## src/design/dgcc_pkg.sv

```systemverilog
// ----------------------------------------------------------------------------
// dgcc_pkg: shared types and constants of the directed graph cycle checker
// Sizes, opcodes, stream widths, row and list types and the per-cell control bundle.
// ----------------------------------------------------------------------------
package dgcc_pkg;

    localparam int VERTICES = 16;
    localparam int ID_SPAN  = 16;
    localparam int LIMIT    = (VERTICES < ID_SPAN) ? VERTICES : ID_SPAN;
    localparam int VW       = $clog2(VERTICES);
    localparam int LW       = $clog2(LIMIT);

    localparam int OPW          = 3;
    localparam int IDW          = 4;
    localparam int IN_TDATA_W   = 16;
    localparam int OUT_TDATA_W  = 8;

    localparam logic [OPW-1:0] OP_ADD_VTX   = 3'd0;
    localparam logic [OPW-1:0] OP_ADD_EDGE  = 3'd1;
    localparam logic [OPW-1:0] OP_TEST_EDGE = 3'd2;
    localparam logic [OPW-1:0] OP_LIST_SUCC = 3'd3;
    localparam logic [OPW-1:0] OP_LIST_PRED = 3'd4;
    localparam logic [OPW-1:0] OP_ACYCLIC   = 3'd5;

    typedef logic [VW-1:0]       t_vid;
    typedef logic [VERTICES-1:0] t_row;
    typedef logic [LIMIT-1:0]    t_list;
    typedef logic [LW-1:0]       t_lidx;

    typedef struct packed {
        logic wr_vtx;
        logic wr_edge;
        logic rem_load;
        logic rem_upd;
        t_vid sel;
        t_vid col;
    } t_cell_ctl;

endpackage

```

## src/design/directed_graph_cycle_check.sv

```systemverilog
// ----------------------------------------------------------------------------
// directed_graph_cycle_check: directed graph store with acyclicity check
// A row of vertex cells keeps the graph; a small sequencer serves requests.
//
//   channel  dir  signals                         contents
//   s_axis   in   tvalid tready tdata[15:0]       opcode, vertex_a, vertex_b
//   m_axis   out  tvalid tready tdata[7:0] tlast  answer, neighbor; tlast=last
//
// Add vertex, add edge, test edge: one request per cycle while the output is free, result registered.
// Listing: scans ids in order up to the last neighbor (at most LIMIT ids).
// Acyclic check: rounds in which the accumulator runs down the cell row and the
// remaining set is updated, at most max(present-count, 1) rounds, then an emit step.
// Synchronous active-low reset clears the graph. Output stalls hold intake, listing and emit.
// ----------------------------------------------------------------------------
module directed_graph_cycle_check (
    input  logic                              i_clk,
    input  logic                              i_rst_n,
    input  logic                              i_s_axis_tvalid,
    output logic                              o_s_axis_tready,
    // [2:0] opcode, [6:3] vertex_a, [10:7] vertex_b, [15:11] zero
    input  logic [dgcc_pkg::IN_TDATA_W-1:0]   i_s_axis_tdata,
    output logic                              o_m_axis_tvalid,
    input  logic                              i_m_axis_tready,
    // [0] answer, [4:1] neighbor, [7:5] zero
    output logic [dgcc_pkg::OUT_TDATA_W-1:0]  o_m_axis_tdata,
    output logic                              o_m_axis_tlast
);
    import dgcc_pkg::*;

    localparam logic [2:0] ST_IDLE = 3'd0;
    localparam logic [2:0] ST_LIST = 3'd1;
    localparam logic [2:0] ST_PASS = 3'd2;
    localparam logic [2:0] ST_UPD  = 3'd3;
    localparam logic [2:0] ST_EMIT = 3'd4;

    logic [2:0]     r_state, n_state;
    t_list          r_list, n_list;
    t_lidx          r_idx, n_idx;
    t_vid           r_cnt, n_cnt;
    logic           r_ans, n_ans;
    logic           r_out_valid, n_out_valid;
    logic           r_out_ans, n_out_ans;
    logic [IDW-1:0] r_out_nb, n_out_nb;
    logic           r_out_last, n_out_last;

    logic [OPW-1:0] w_op;
    logic [IDW-1:0] w_a, w_b;
    logic           w_a_ok, w_b_ok;
    t_vid           w_a_idx, w_b_idx;
    logic           w_accept, w_slot_free;
    t_cell_ctl      w_ctl;
    t_row           w_row [VERTICES];
    t_row           w_acc [VERTICES];
    t_row           w_acc_in [VERTICES];
    t_row           w_present, w_rem, w_new_rem;
    t_list          w_hits, w_onehot;

    assign w_op    = i_s_axis_tdata[2:0];
    assign w_a     = i_s_axis_tdata[6:3];
    assign w_b     = i_s_axis_tdata[10:7];
    assign w_a_ok  = int'(w_a) < VERTICES;
    assign w_b_ok  = int'(w_b) < VERTICES;
    assign w_a_idx = VW'(w_a);
    assign w_b_idx = VW'(w_b);

    assign w_slot_free     = !r_out_valid || i_m_axis_tready;
    assign o_s_axis_tready = (r_state == ST_IDLE) && w_slot_free;
    assign w_accept        = i_s_axis_tvalid && o_s_axis_tready;

    genvar g;
    generate
        for (g = 0; g < VERTICES; g++) begin : g_cell
            if (g == 0) begin : g_head
                assign w_acc_in[g] = '0;
            end else begin : g_link
                assign w_acc_in[g] = w_acc[g-1];
            end
            dgcc_cell u_cell (
                .i_clk     (i_clk),
                .i_rst_n   (i_rst_n),
                .i_id      (VW'(g)),
                .i_ctl     (w_ctl),
                .i_keep    (w_acc[VERTICES-1][g]),
                .i_acc     (w_acc_in[g]),
                .o_acc     (w_acc[g]),
                .o_row     (w_row[g]),
                .o_present (w_present[g]),
                .o_rem     (w_rem[g])
            );
        end
    endgenerate

    always_comb begin
        for (int v = 0; v < LIMIT; v++) begin
            if (w_op == OP_LIST_SUCC) begin
                w_hits[v] = w_a_ok && w_row[w_a_idx][v];
            end else begin
                w_hits[v] = w_a_ok && w_present[v] && w_row[v][w_a_idx];
            end
        end
    end

    assign w_onehot  = LIMIT'(1) << r_idx;
    assign w_new_rem = w_rem & w_acc[VERTICES-1];

    always_comb begin
        n_state     = r_state;
        n_list      = r_list;
        n_idx       = r_idx;
        n_cnt       = r_cnt;
        n_ans       = r_ans;
        n_out_valid = r_out_valid && !i_m_axis_tready;
        n_out_ans   = r_out_ans;
        n_out_nb    = r_out_nb;
        n_out_last  = r_out_last;
        w_ctl       = '{wr_vtx: 1'b0, wr_edge: 1'b0, rem_load: 1'b0, rem_upd: 1'b0,
                        sel: w_a_idx, col: w_b_idx};

        unique case (r_state)
            ST_IDLE: begin
                if (w_accept) begin
                    n_out_valid = 1'b1;
                    n_out_nb    = '0;
                    n_out_last  = 1'b1;
                    n_out_ans   = 1'b0;
                    unique case (w_op) inside
                        OP_ADD_VTX: begin
                            w_ctl.wr_vtx = w_a_ok;
                            n_out_ans    = w_a_ok;
                        end
                        OP_ADD_EDGE: begin
                            w_ctl.wr_edge = w_a_ok && w_b_ok;
                            n_out_ans     = w_a_ok && w_b_ok;
                        end
                        OP_TEST_EDGE: begin
                            n_out_ans = w_a_ok && w_b_ok && w_row[w_a_idx][w_b_idx];
                        end
                        OP_LIST_SUCC, OP_LIST_PRED: begin
                            if (w_hits != '0) begin
                                n_out_valid = 1'b0;
                                n_list      = w_hits;
                                n_idx       = '0;
                                n_state     = ST_LIST;
                            end
                        end
                        OP_ACYCLIC: begin
                            n_out_valid    = 1'b0;
                            w_ctl.rem_load = 1'b1;
                            n_cnt          = '0;
                            n_state        = ST_PASS;
                        end
                        default: begin
                            n_out_ans = 1'b0;
                        end
                    endcase
                end
            end
            ST_LIST: begin
                if (!r_list[r_idx]) begin
                    n_idx = r_idx + 1'b1;
                end else if (w_slot_free) begin
                    n_out_valid = 1'b1;
                    n_out_ans   = 1'b1;
                    n_out_nb    = IDW'(r_idx);
                    n_out_last  = (r_list == w_onehot);
                    n_list      = r_list & ~w_onehot;
                    n_idx       = r_idx + 1'b1;
                    if (r_list == w_onehot) begin
                        n_state = ST_IDLE;
                    end
                end
            end
            ST_PASS: begin
                n_cnt = r_cnt + 1'b1;
                if (r_cnt == VW'(VERTICES - 1)) begin
                    n_state = ST_UPD;
                end
            end
            ST_UPD: begin
                w_ctl.rem_upd = 1'b1;
                n_cnt         = '0;
                if ((w_new_rem == w_rem) || (w_new_rem == '0)) begin
                    n_ans   = (w_new_rem == '0);
                    n_state = ST_EMIT;
                end else begin
                    n_state = ST_PASS;
                end
            end
            ST_EMIT: begin
                if (w_slot_free) begin
                    n_out_valid = 1'b1;
                    n_out_ans   = r_ans;
                    n_out_nb    = '0;
                    n_out_last  = 1'b1;
                    n_state     = ST_IDLE;
                end
            end
            default: begin
                n_state = ST_IDLE;
            end
        endcase
    end

    always_ff @(posedge i_clk) begin
        if (!i_rst_n) begin
            r_state     <= ST_IDLE;
            r_out_valid <= 1'b0;
        end else begin
            r_state     <= n_state;
            r_out_valid <= n_out_valid;
        end
    end

    always_ff @(posedge i_clk) begin
        r_list     <= n_list;
        r_idx      <= n_idx;
        r_cnt      <= n_cnt;
        r_ans      <= n_ans;
        r_out_ans  <= n_out_ans;
        r_out_nb   <= n_out_nb;
        r_out_last <= n_out_last;
    end

    assign o_m_axis_tvalid = r_out_valid;
    assign o_m_axis_tdata  = {(OUT_TDATA_W - IDW - 1)'(0), r_out_nb, r_out_ans};
    assign o_m_axis_tlast  = r_out_last;

    a_busy_blocks_input: assert property (@(posedge i_clk) disable iff (!i_rst_n)
        (r_state != ST_IDLE) |-> !o_s_axis_tready)
        else $error("request accepted while sequencer busy");

    a_update_after_pass: assert property (@(posedge i_clk) disable iff (!i_rst_n)
        (r_state == ST_UPD) |-> ($past(r_state) == ST_PASS))
        else $error("remaining-set update without a full pass");

    a_nonzero_neighbor_valid: assert property (@(posedge i_clk) disable iff (!i_rst_n)
        (o_m_axis_tvalid && (o_m_axis_tdata[4:1] != '0)) |-> o_m_axis_tdata[0])
        else $error("neighbor reported on an invalid entry");

    a_single_result_ops: assert property (@(posedge i_clk) disable iff (!i_rst_n)
        (w_accept && ((w_op == OP_ADD_VTX) || (w_op == OP_ADD_EDGE) ||
                      (w_op == OP_TEST_EDGE)))
        |=> (o_m_axis_tvalid && o_m_axis_tlast && (r_state == ST_IDLE)))
        else $error("single-result request did not produce its result");

endmodule

```

## src/design/dgcc_cell.sv

```systemverilog
// ----------------------------------------------------------------------------
// dgcc_cell: one vertex of the graph
// Holds the vertex's present bit and outgoing adjacency row, plus its
// remaining bit for the peeling check, and forwards the in-edge accumulator.
// ----------------------------------------------------------------------------
module dgcc_cell (
    input  logic                 i_clk,
    input  logic                 i_rst_n,
    input  dgcc_pkg::t_vid       i_id,
    input  dgcc_pkg::t_cell_ctl  i_ctl,
    input  logic                 i_keep,
    input  dgcc_pkg::t_row       i_acc,
    output dgcc_pkg::t_row       o_acc,
    output dgcc_pkg::t_row       o_row,
    output logic                 o_present,
    output logic                 o_rem
);
    import dgcc_pkg::*;

    t_row r_row;
    logic r_present;
    logic r_rem;
    t_row r_acc;
    logic w_hit;

    assign w_hit = (i_ctl.sel == i_id);

    always_ff @(posedge i_clk) begin
        if (!i_rst_n) begin
            r_row     <= '0;
            r_present <= 1'b0;
        end else begin
            if (i_ctl.wr_vtx && w_hit) begin
                r_present <= 1'b1;
            end
            if (i_ctl.wr_edge && w_hit) begin
                r_row[i_ctl.col] <= 1'b1;
            end
        end
    end

    // in-edge accumulator moves one cell per cycle
    always_ff @(posedge i_clk) begin
        r_acc <= i_acc | (r_rem ? r_row : '0);
        if (i_ctl.rem_load) begin
            r_rem <= r_present;
        end else if (i_ctl.rem_upd) begin
            r_rem <= r_rem & i_keep;
        end
    end

    assign o_acc     = r_acc;
    assign o_row     = r_row;
    assign o_present = r_present;
    assign o_rem     = r_rem;

endmodule
```

## config.mk

```make
export PLATFORM = sky130hd
export DESIGN_NAME = directed_graph_cycle_check
export DESIGN_NICKNAME = d
export VERILOG_FILES = /design/src/design/dgcc_pkg.sv /design/src/design/directed_graph_cycle_check.sv /design/src/design/dgcc_cell.sv
export SDC_FILE = /design/constraint.sdc
export NUM_CORES = 1
export LEC_CHECK = 0
export ABC_AREA = 0
export BUFFER_PORTS_ARGS = -buffer_cell sky130_fd_sc_hd__clkbuf_2
export CORE_ASPECT_RATIO = 1.4
export CORE_MARGIN = 1.5
export CORE_UTILIZATION = 50
export CTS_CLUSTER_SIZE = 12
export DETAILED_ROUTE_END_ITERATION = 7
export PLACE_DENSITY = 0.64
export SYNTH_ARGS = -nofsm -noshare
export SYNTH_HDL_FRONTEND = slang
export SYNTH_HIERARCHICAL = 1
export SYNTH_SLANG_ARGS = --single-unit
```

## constraint.sdc

```tcl
create_clock -name i_clk -period 8.2 [get_ports i_clk]
set_input_delay 0.82 -clock i_clk [delete_from_list [all_inputs] [get_ports i_clk]]
set_output_delay 0.82 -clock i_clk [all_outputs]
set_load 0.02 [all_outputs]
```

# Word-level counts from Yosys, hierarchy flattened

Cells that the tools add are included.

Add/sub/neg operators: 2
Bitwise operators: 51
Div/mod/pow operators: 0
Multiplexer cells: 156
$lt $le $gt $ge: 5
Equal/unequal tests: 39
Reduce and logical (&&, ||, !) cells: 73
Shifts and indexed selects: 1
Multipliers: 0

Operator list:

| cell                   | count |
|---|---|
| $or A16 B16 Y16        | 31 |
| $mux W16               | 22 |
| $mux W1                | 82 |
| $bmux W1 S4            | 18 |
| $bmux W16 S4           | 1 |
| $logic_and A1 B1 Y1    | 52 |
| $mux W4                | 11 |
| $eq A4 B4 Y1 const B   | 9 |
| $and A16 B16 Y16       | 2 |
| $eq A16 B16 Y1         | 2 |
| $pmux W16 S2           | 1 |
| $mux W3                | 10 |
| $pmux W4 S3            | 2 |
| $and A1 B1 Y1          | 16 |
| $eq A4 B3 Y1 const B   | 4 |
| $logic_not A16 Y1      | 1 |
| $not A16 Y16           | 1 |
| $reduce_bool A16 Y1    | 1 |
| $shl A1 B4 Y16 const A | 1 |
| $lt A4 B5 Y1 const B   | 3 |
| $pmux W3 S5            | 1 |
| $eq A3 B2 Y1 const B   | 4 |
| $ne A2 B2 Y1 const B   | 6 |
| $reduce_and A5 Y1      | 2 |
| other kinds (27)       | 44 |

Memories kept: 0
Memory bits (read-only): 0
Bits in writable memories: 0
Register bits: 579
Bits in latches: 0

# Depth between registers and ports, before layout

Gate-level depths: netlist (run 1).

Word-level depth: 10
Gate-level depth with buffers: 13
Mapped depth without buffers: 12

# Hierarchy

The synthesis (run 1) kept the hierarchy.

Modules (own cells, without submodules):

| module                     | cells each | times used | area an instance (sq um) |
|---|---|---|---|
| dgcc_cell                  | 108        | 16         | 1177.4 |
| directed_graph_cycle_check | 715        | 1          | 7091.8 |

# Least setup slack after synthesis (run 1)

No wires, ideal clock.

Kind: input to register
From: in i_m_axis_tready
To: reg g_cell[0].u_cell.r_row[10]
Buffers on the path: 0
Slack: 0.002 ns
Cell stages on the path: 5
Arrival: 8.074 ns
Setup time: 0.124 ns
Required time: 8.076 ns
Cell sequence: nand2b_1 -> nand3_1 -> nor4_1 -> nand4b_1 -> o41ai_1

RTL lines:

| element                       | RTL line                         | source |
|---|---|---|
| start, declared               | directed_graph_cycle_check.sv:23 | `input logic i_m_axis_tready,` |
| end signal, assigned          | dgcc_cell.sv:30                  | `r_row <= '0;` |
| end signal, assigned by index | dgcc_cell.sv:37                  | `r_row[i_ctl.col] <= 1'b1;` |
| end, declared                 | dgcc_cell.sv:20                  | `t_row r_row;` |

# Final worst setup path (run 1)

From: in i_s_axis_tdata[3] (netlist bit)
To: reg r_list[14], enable pin

Word-level cells in the longest chain between the ends: 8
Elaborated cells between the ends (all ways): 71
Those cells by class: 1 x eq/ne; 51 x mux; 1 x bitwise; 18 x reduce/logical

RTL lines:

| element                                      | RTL line                          | source |
|---|---|---|
| start, declared                              | directed_graph_cycle_check.sv:21  | `input logic [dgcc_pkg::IN_TDATA_W-1:0] i_s_axis_tdata,` |
| $not A4 Y5 (not written as such)             | directed_graph_cycle_check.sv:96  | `w_hits[v] = w_a_ok && w_row[w_a_idx][v];` |
| $bmux W16 S4                                 | directed_graph_cycle_check.sv:96  |  |
| $mux W16 (not written as such) (2 in series) | directed_graph_cycle_check.sv:96  |  |
| $mux W1                                      | directed_graph_cycle_check.sv:95  | `if (w_op == OP_LIST_SUCC) begin` |
| $reduce_bool A16 Y1 *                        | directed_graph_cycle_check.sv:139 | `if (w_hits != '0) begin` |
| $ne A2 B1 Y1 (no source line) *              | --                                |  |
| $reduce_and A6 Y1 (no source line) *         | --                                |  |
| end signal, assigned                         | directed_graph_cycle_check.sv:215 | `r_list <= n_list;` |
| end, declared                                | directed_graph_cycle_check.sv:37  | `t_list r_list, n_list;` |

Mark *: on every way between the ends. The rest lies on a longest branch, timed or not. The select of a mux whose other input is x is not followed.
A chain may end at the register's enable or synchronous reset.

==> results by group, run 1 <==
STA
  • Least-Margin Pin Slew: 1.123 ns
  • Final hold violations: 0
  • FMAX: 0.2220 GHz
  • Post-route clock period utilization: 0.5495
  • Final worst slack: ~3.7 ns
  • Clk_skew: around 0.021 ns
  • Count of final setup violators: 0
  • RSZ-0062 raised after global routing: false
  • Setup TNS: 0 ns
  • Final Max Tran Viols: 0
  • Slew HR: 0.2515
  • Final worst path period need: 4.506 ns

Global route
  • Largest net degree at the start of global routing: 188
  • Grt ovf: 0
  • Vias in the first global route: a little over 20,000
  • GRT Util Overall: 0.3397
  • Initial antenna violation count: 0
  • First-pass GRT wire length: roughly 130,000 um

Clocking
  • Number of post-CTS setup repair buffers: 0
  • CTS Buffer Depth: 3
  • Root buffer cell: clkbuf_16
  • # H-tree levels: 2
  • Clock Sink Count: a little under 600
  • Clk slew on worst S/H paths: ~0.06 ns
  • Cts bufs inserted: 57
  • Clk_lat worst skew: between 0.6 and 0.7 ns
  • CTS tree: built
  • Hold_buf cts: 0
  • Post-CTS sizing: 0

Synthesis
  • Main combinational cell family by area after synthesis: compound AO/OA/AOI/OAI gates
  • Synth Register Bits: about 580
  • Number of synthesized flops with an enable pin: 47
  • XOR/XNOR Fraction of Synth Area: 0.02263
  • Library cells used by synthesis: 72
  • YS warnings: 6
  • Main synth FF type: dfxtp_1
  • Simple-gate share of the synthesized area: 0.1243
  • Synth async-reset ratio: 0
  • Synth Area in Compound Gates: 0.2192
  • Syn Std Cell Area: between 0.02 and 0.03 mm2
  • Avg Cell Area, Syn: between 10 and 15 um2
  • Synth Area in Adders: 0.01110
  • Multiplexer share of the synthesized area: 0.1160
  • Syn Inst Count: about 2,400
  • Register area share after synthesis: 0.4652

Run status
  • Status: completed

Routing
  • DRT Pass-1 Iters: 5
  • Starting DRT DRC Count: approximately 2,400
  • Number of nets with antenna violations after routing: 0
  • Wire length per cell after detailed routing: 28.74 um
  • DRC viols: 0
  • DR vias: about 21,000
  • Vias/cell: approximately 6.6
  • Final wirelength: ~90,000 um

Setup path
  • Internal reg-to-reg setup slack: 4.70 ns
  • Cells along the critical path: buf_6, buf_12, nand2b_1, a211oi_1, nor4b_1, o31ai_1, nand4_1, nor4_2, nand2_1, a32o_1
  • Critical Path End Type: flip-flop
  • CP max-delay cell: nor4b_1
  • CP Class: in -> reg
  • CP max stage delay: 0.79 ns
  • WP data arrival: around 4.7 ns
  • CP required: 8.43 ns
  • Critical Path Start Type: input pin
  • Crit path max fanout: slightly above 80

Layout
  • Fillers: between 4,000 and 5,000
  • Area of the multi-input gates: between 0.01 and 0.015 mm2
  • Final nets: 2,524
  • Commonest non-fill, non-tap cell in the layout: dfxtp_1
  • Most frequent cells in the layout: dfxtp_1 (532), nand2_1 (393), a21o_1 (257)
  • Area growth syn-to-layout: 9.105%
  • Final std cells w/o fill: between 3,000 and 4,000
  • Share of post-route cells with drive strength above 1: 0.1213
  • Reg area: ~0.012 mm2

Die
  • # IOs: 31
  • Initial Utilization: 0.5071
  • Die area: approximately 0.053 mm2
  • Die height: between 200 and 300 um
  • # rows: 98
  • Core Region: between 0.05 and 0.06 mm2
  • Chip width: roughly 200 um

Placed design
  • DPL Wire Length: about 63,000 um
  • RePlAce Congestion: 0.9376
  • Post-place setup slack: ~3.2 ns
  • Port Buffer Count: 22
  • Cells after DPL: just over 3,000

Power
  • Pwr Density: 217.3 mW/mm2
  • Pleak: 0.01158 uW
  • Peak supply drop: roughly 0.00016 V

Min path
  • Worst hold path class: reg -> reg

Job
  • MaxCap Viol Count: 0
[layer usage]
layer	global-route usage	vias up	share of wire
met1	0.4092	10450	0.37
met2	0.5644	1083	0.48
met4	0.2352	0	0.079
met3	0.04594	310	0.075
met5	0	-	0
li1	-	9206	-
[kinds of logic after synthesis]
logic type,after synthesis
AO/OA/AOI/OAI,722
XOR/XNOR,67
adder cells (fa/ha/maj),23
buffers and inverters,205
flip-flops,579
multiplexers,167
other,2
AND/OR/NAND/NOR,678
[worst paths after layout]
kind                                    start                           to  cells past startpoint
setup / recovery            i_s_axis_tdata[3]                   r_list[14]                     10
hold / removal    g_cell[13].u_cell/o_acc[10]  g_cell[14].u_cell/o_acc[10]                      1
setup reg to reg    g_cell[9].u_cell/o_row[7]                   r_list[14]                      8
hold reg to reg   g_cell[13].u_cell/o_acc[10]  g_cell[14].u_cell/o_acc[10]                      1
[cell type report]
cell class	instances	area share
antenna	1	0.00008845
clock buffer	87	0.05869
clock inverter	6	0.001990
inverter	56	0.007430
multi-input combinational	1740	0.4639
sequential	579	0.4263
tap	650	0.02875
timing repair buffer	47	0.01283
[power breakdown]
group	internal [uW]	switching [uW]	leakage, uW	total, uW
registers	2970	84.1	0.00482	3050
logic	200	412	0.00592	611
clock network	1380	1110	0.000839	2490
total	4550	1600	0.0116	6150
[metrics by stage]
| step | total power, uW | hold WS [ns] | area, um2 | utilization |
|---|---|---|---|---|
| 2_1_floorplan | 3494 | 0.3819 | 26230 | - |
| 5_1_grt | 6323 | 0.4068 | 28290 | 0.5532 |
| 3_3_place_gp | 3701 | 0.3826 | 26570 | 0.5197 |
| 4_1_cts | 6157 | 0.3980 | 28290 | 0.5532 |
| 3_5_place_dp | 3711 | 0.3870 | 26570 | 0.5197 |
| 6_report | 6148 | 0.3957 | 28290 | 0.5533 |
[worst max-delay path: cells and delay by family]
kind | cells | cell delay [ns]
and+or+nand+nor | 5 | 1.98
buffers and inverters | 2 | 0.56
AOI/OAI and AO/OA | 3 | 1.17
[state kept, by name, summed over array words and instances, names as in the netlist, 3 cells and up]
register and count:
g_cell.u_cell/o_rem 16, r_list 16, g_cell.u_cell/o_row 256, r_out_nb 4, r_state 3, g_cell.u_cell/o_acc 256
g_cell.u_cell/o_present 16, r_idx 4, r_cnt 4
[synth_stat cells, drive strengths merged, types with 6 or more instances]
master    n  area share
o31ai   134       0.039
a21o    257       0.074
mux4    105       0.091
xnor2    65       0.022
mux2     19      0.0083
dfxtp   532        0.41
nor3      7      0.0014
a22oi    17      0.0053
nand4b   16      0.0054
ha       23       0.011
nand4    87       0.025
nor2     67      0.0097
o211ai    6      0.0017
edfxtp   47       0.054
nor2b    12      0.0029
nand3    15      0.0029
clkbuf   69       0.010
and3      6      0.0014
or2      19      0.0046
a21oi    46      0.0089
nand2   393       0.057
and2      7      0.0017
mux2i    43       0.017
o22ai    31      0.0075
o21ai    42      0.0081
nor4     11      0.0031
inv      56      0.0081
a31oi     7      0.0017
a221oi    7      0.0024
o41ai   128       0.055
nand2b   31      0.0075
a211oi   12      0.0035
buf      80       0.023
No activity file was read; power rests on OpenSTA's default activity.
==> run 2, diff against run 1 <==
ABC_AREA = 1   (was 0)
PLACE_DENSITY = 0.61   (was 0.64)
clock period = 4.5 ns   (was 8.2 ns; I/O delays follow)
==> results by group, run 2 <==
Run status
  • Status: completed (unchanged)

Setup path
  • Critical Path End Type: flip-flop (unchanged)
  • R2r endpoint: g_cell[6].u_cell/o_row[15] (was r_list[14])
  • CP Class: in -> reg (unchanged)
  • Critical Path Start Type: input pin (unchanged)
  • Critical path buffers and inverters: 3 (was 2)
  • CP max stage delay: 0.53 ns (was 0.79 ns)
  • Worst R2R Start: r_state[1] (was g_cell[9].u_cell/o_row[7])
  • Cells on worst reg2reg path: 10 (was 8)
  • Cells along the critical path: buf_6, buf_4, nand3_1, nand3_1, nand2_1, nand2_1, nand2_1, nand2_1, nand2_1, nor2_1, nand2_1, nor2_1, nand2_1, o21ai_0, inv_1 (was buf_6, buf_12, nand2b_1, a211oi_1, nor4b_1, o31ai_1, nand4_1, nor4_2, nand2_1, a32o_1)
  • Internal reg-to-reg setup slack: 1.36 ns (was 4.70 ns)
  • Crit path max fanout: 62 (was 83)
  • WP data arrival: 3.43 ns (was 4.74 ns)
  • Most used cell, CP: nand2_1
  • Crit-path leading delay family: simple AND/OR/NAND/NOR gates (unchanged)
  • CP required: 4.77 ns (was 8.43 ns)
  • CP max-delay cell: buf_4 (was nor4b_1)

Layout
  • Post-route cell area: 0.03114 mm2 (was 0.02829 mm2)
  • Diode count: 0 (was 1)
  • Final std cells w/o fill: 4,802 (was 3,166)
  • Commonest non-fill, non-tap cell in the layout: nand2_1 (was dfxtp_1)
  • Share of post-route cells with drive strength above 1: 0.05188 (was 0.1213)
  • Final nets: 4,081 (was 2,524)
  • Area growth syn-to-layout: 8.775% (was 9.105%)
  • Post-Route Utilization: 0.5518 (was 0.5533)
  • Most frequent cells in the layout: nand2_1 (828), dfxtp_1 (532), inv_1 (529) (was dfxtp_1 (532), nand2_1 (393), a21o_1 (257))

Routing
  • DR vias: 26,331 (was 21,049)
  • Final wirelength: 93,260 um (was 91,000 um)
  • Vias/cell: 5.483 (was 6.648)
  • DRT Pass-1 Iters: 5 (unchanged)
  • Number of nets with antenna violations after routing: 0 (unchanged)
  • DRC viols: 0 (unchanged)
  • Wire length per cell after detailed routing: 19.42 um (was 28.74 um)
  • Starting DRT DRC Count: 2,033 (was 2,371)

Clocking
  • Post-CTS sizing: 0 (unchanged)
  • Number of post-CTS setup repair buffers: 0 (unchanged)
  • CTS tree: built (unchanged)
  • Hold_buf cts: 0 (unchanged)
  • Clk_lat worst skew: 0.63 ns (was 0.61 ns)
  • Root buffer cell: clkbuf_16 (unchanged)
  • Clock Sink Count: 579 (unchanged)
  • Cts bufs inserted: 57 (unchanged)
  • CTS Buffer Depth: 3 (unchanged)
  • Clk slew on worst S/H paths: 0.07 ns (was 0.06 ns)
  • # H-tree levels: 2 (unchanged)

STA
  • Clk_skew: 0.01884 ns (was 0.02102 ns)
  • Final Max Tran Viols: 0 (unchanged)
  • Setup TNS: 0 ns (unchanged)
  • RSZ-0062 raised after global routing: false (unchanged)
  • Final worst path period need: 3.154 ns
  • Post-route clock period utilization: 0.7009
  • Count of final setup violators: 0 (unchanged)
  • Final worst slack: 1.346 ns (was 3.695 ns)
  • FMAX: about 0.32 GHz
  • Slew HR: 0.3444 (was 0.2515)
  • Least-Margin Pin Slew: 0.9811 ns (was 1.123 ns)
  • Final hold violations: 0 (unchanged)

Die
  • Initial Utilization: 0.5072 (was 0.5071)
  • # rows: 103 (was 98)
  • Die area: 0.05873 mm2 (was 0.05325 mm2)
  • Core Region: 0.05645 mm2 (was 0.05113 mm2)
  • Chip width: 205.2 um (was 195.5 um)
  • Die height: 286.1 um (was 272.5 um)
  • # IOs: 31 (unchanged)

Synthesis
  • Syn Inst Count: 3,969 (was 2,443)
  • Register area share after synthesis: 0.4213 (was 0.4652)
  • Synth async-reset ratio: 0 (unchanged)
  • Leading area contributor after synthesis: dfxtp_1 (unchanged)
  • Syn Std Cell Area: 0.02863 mm2 (was 0.02593 mm2)
  • Main synth FF type: dfxtp_1 (unchanged)
  • Avg Cell Area, Syn: 7.214 um2 (was 10.61 um2)
  • Area contributors post-synth: dfxtp_1 (37%), nand2_1 (11%), nand3_1 (8.3%) (was dfxtp_1 (41%), mux4_2 (9.1%), a21o_1 (7.4%))
  • Top cells by count, synth: nand2_1 (828), dfxtp_1 (532), inv_1 (530), nand3_1 (475), nor2_1 (318) (was dfxtp_1 (532), nand2_1 (393), a21o_1 (257), o31ai_1 (134), o41ai_1 (112))
  • YS warnings: 6 (unchanged)
  • Most frequent cell after synthesis: nand2_1 (was dfxtp_1)
  • Synth Register Bits: 579 (unchanged)
  • Library cells used by synthesis: 37 (was 72)
  • Share of the synthesized area in the top cell type: 0.3720 (was 0.4107)
  • Number of synthesized flops with an enable pin: 47 (unchanged)

Global route
  • GRT Util Overall: 0.3156 (was 0.3397)
  • Vias in the first global route: 24,797 (was 20,428)
  • Initial antenna violation count: 1 (was 0)
  • Grt ovf: 0 (unchanged)
  • Largest net degree at the start of global routing: 135 (was 188)
  • First-pass GRT wire length: 141,900 um (was 134,000 um)

Power
  • Clock power share: 0.383 (was 0.404)
  • Switching part of the total: 0.2848 (was 0.2606)
  • Int Pwr: 8289 uW (was 4546 uW)
  • Pwr Density: 372.2 mW/mm2 (was 217.3 mW/mm2)
  • Logic pwr share: 0.139 (was 0.099)
  • Sequential power share: 0.479 (was 0.496)
  • Pleak: 0.01251 uW (was 0.01158 uW)
  • Peak supply drop: 0.0002937 V (was 0.0001645 V)
  • NetSw: 3301 uW (was 1602 uW)

Placed design
  • Post-placement cell area: 0.02951 mm2 (was 0.02657 mm2)
  • Port Buffer Count: 22 (unchanged)
  • Cells after DPL: 4,714 (was 3,072)
  • DPL Wire Length: 65,450 um (was 62,970 um)
  • RePlAce Congestion: 0.9497 (was 0.9376)
  • Post-place setup slack: 0.7989 ns (was 3.169 ns)

Min path
  • Hold Startpoint: i_m_axis_tready (was g_cell[13].u_cell/o_acc[10])
  • Worst Hold Path Cells: 4 (was 1)
  • Worst hold path class: in -> reg (was reg -> reg)
  • Hold path endpoint: r_state[2] (was g_cell[14].u_cell/o_acc[10])

Job
  • MaxCap Viol Count: 0 (unchanged)
## run 2: kinds of logic (layout without fill, tap and decap cells)
kind of cell             count (synthesis)  after routing  synth area share
other                                    2            147         0.0002623
AND/OR/NAND/NOR                       1977           1977            0.3172
adder cells (fa/ha/maj)                 23             23           0.01005
AO/OA/AOI/OAI                          636            636            0.1369
buffers and inverters                  752            705            0.1144
flip-flops                             579            579            0.4213
## run 2: metal layers
metal | global-route usage | vias up | part of all wire
li1 | - | 13043 | -
met1 | 0.3748 | 12153 | 0.40
met2 | 0.5462 | 871 | 0.49
met3 | 0.03588 | 262 | 0.052
met4 | 0.1861 | 2 | 0.064
met5 | 0 | - | 0.00013
## run 2: worst max path at each step
stage | to | cells past startpoint | startpoint
after floorplan | g_cell[0].u_cell/o_rem | 8 | r_state[0]
after global placement | r_idx[2] | 15 | i_s_axis_tdata[4]
after detailed placement | r_idx[2] | 15 | i_s_axis_tdata[4]
after CTS | r_idx[0] | 15 | i_s_axis_tdata[4]
after global routing | g_cell[7].u_cell/o_row[14] | 10 | r_state[1]
final | r_list[8] | 15 | i_s_axis_tdata[4]
## run 2: worst min-delay path: stages
cell	delay [ns]
clkbuf_2	0.08
nor2_1	0.11
nand2_1	0.11
a21oi_1	0.06
## run 2: layout make-up
class | instances | area [um2]
sequential | 579 | 12060
clock inverter | 8 | 47.55
fill | 5717 | 25300
inverter | 551 | 2076
timing repair buffer | 66 | 593.1
tap | 735 | 919.6
clock buffer | 80 | 1583
multi-input combinational | 2783 | 13860
## run 2: per-stage QoR
step                power (uW)  hold slack, ns
floorplan                 6731          0.3949
global placement          7237          0.3971
detailed placement        7242          0.4018
CTS                      11640          0.1959
global route             12010          0.2479
finish                   11590          0.2290
## run 2: power by group through the flow
| stage | sequential (uW) | combinational, uW | clock [uW] |
|---|---|---|---|
| floorplan | 5630 | 1110 | 0 |
| global placement | 5660 | 1580 | 0 |
| detailed placement | 5660 | 1580 | 0 |
| CTS | 5550 | 1590 | 4500 |
| global route | 5560 | 1760 | 4690 |
| finish | 5550 | 1610 | 4430 |
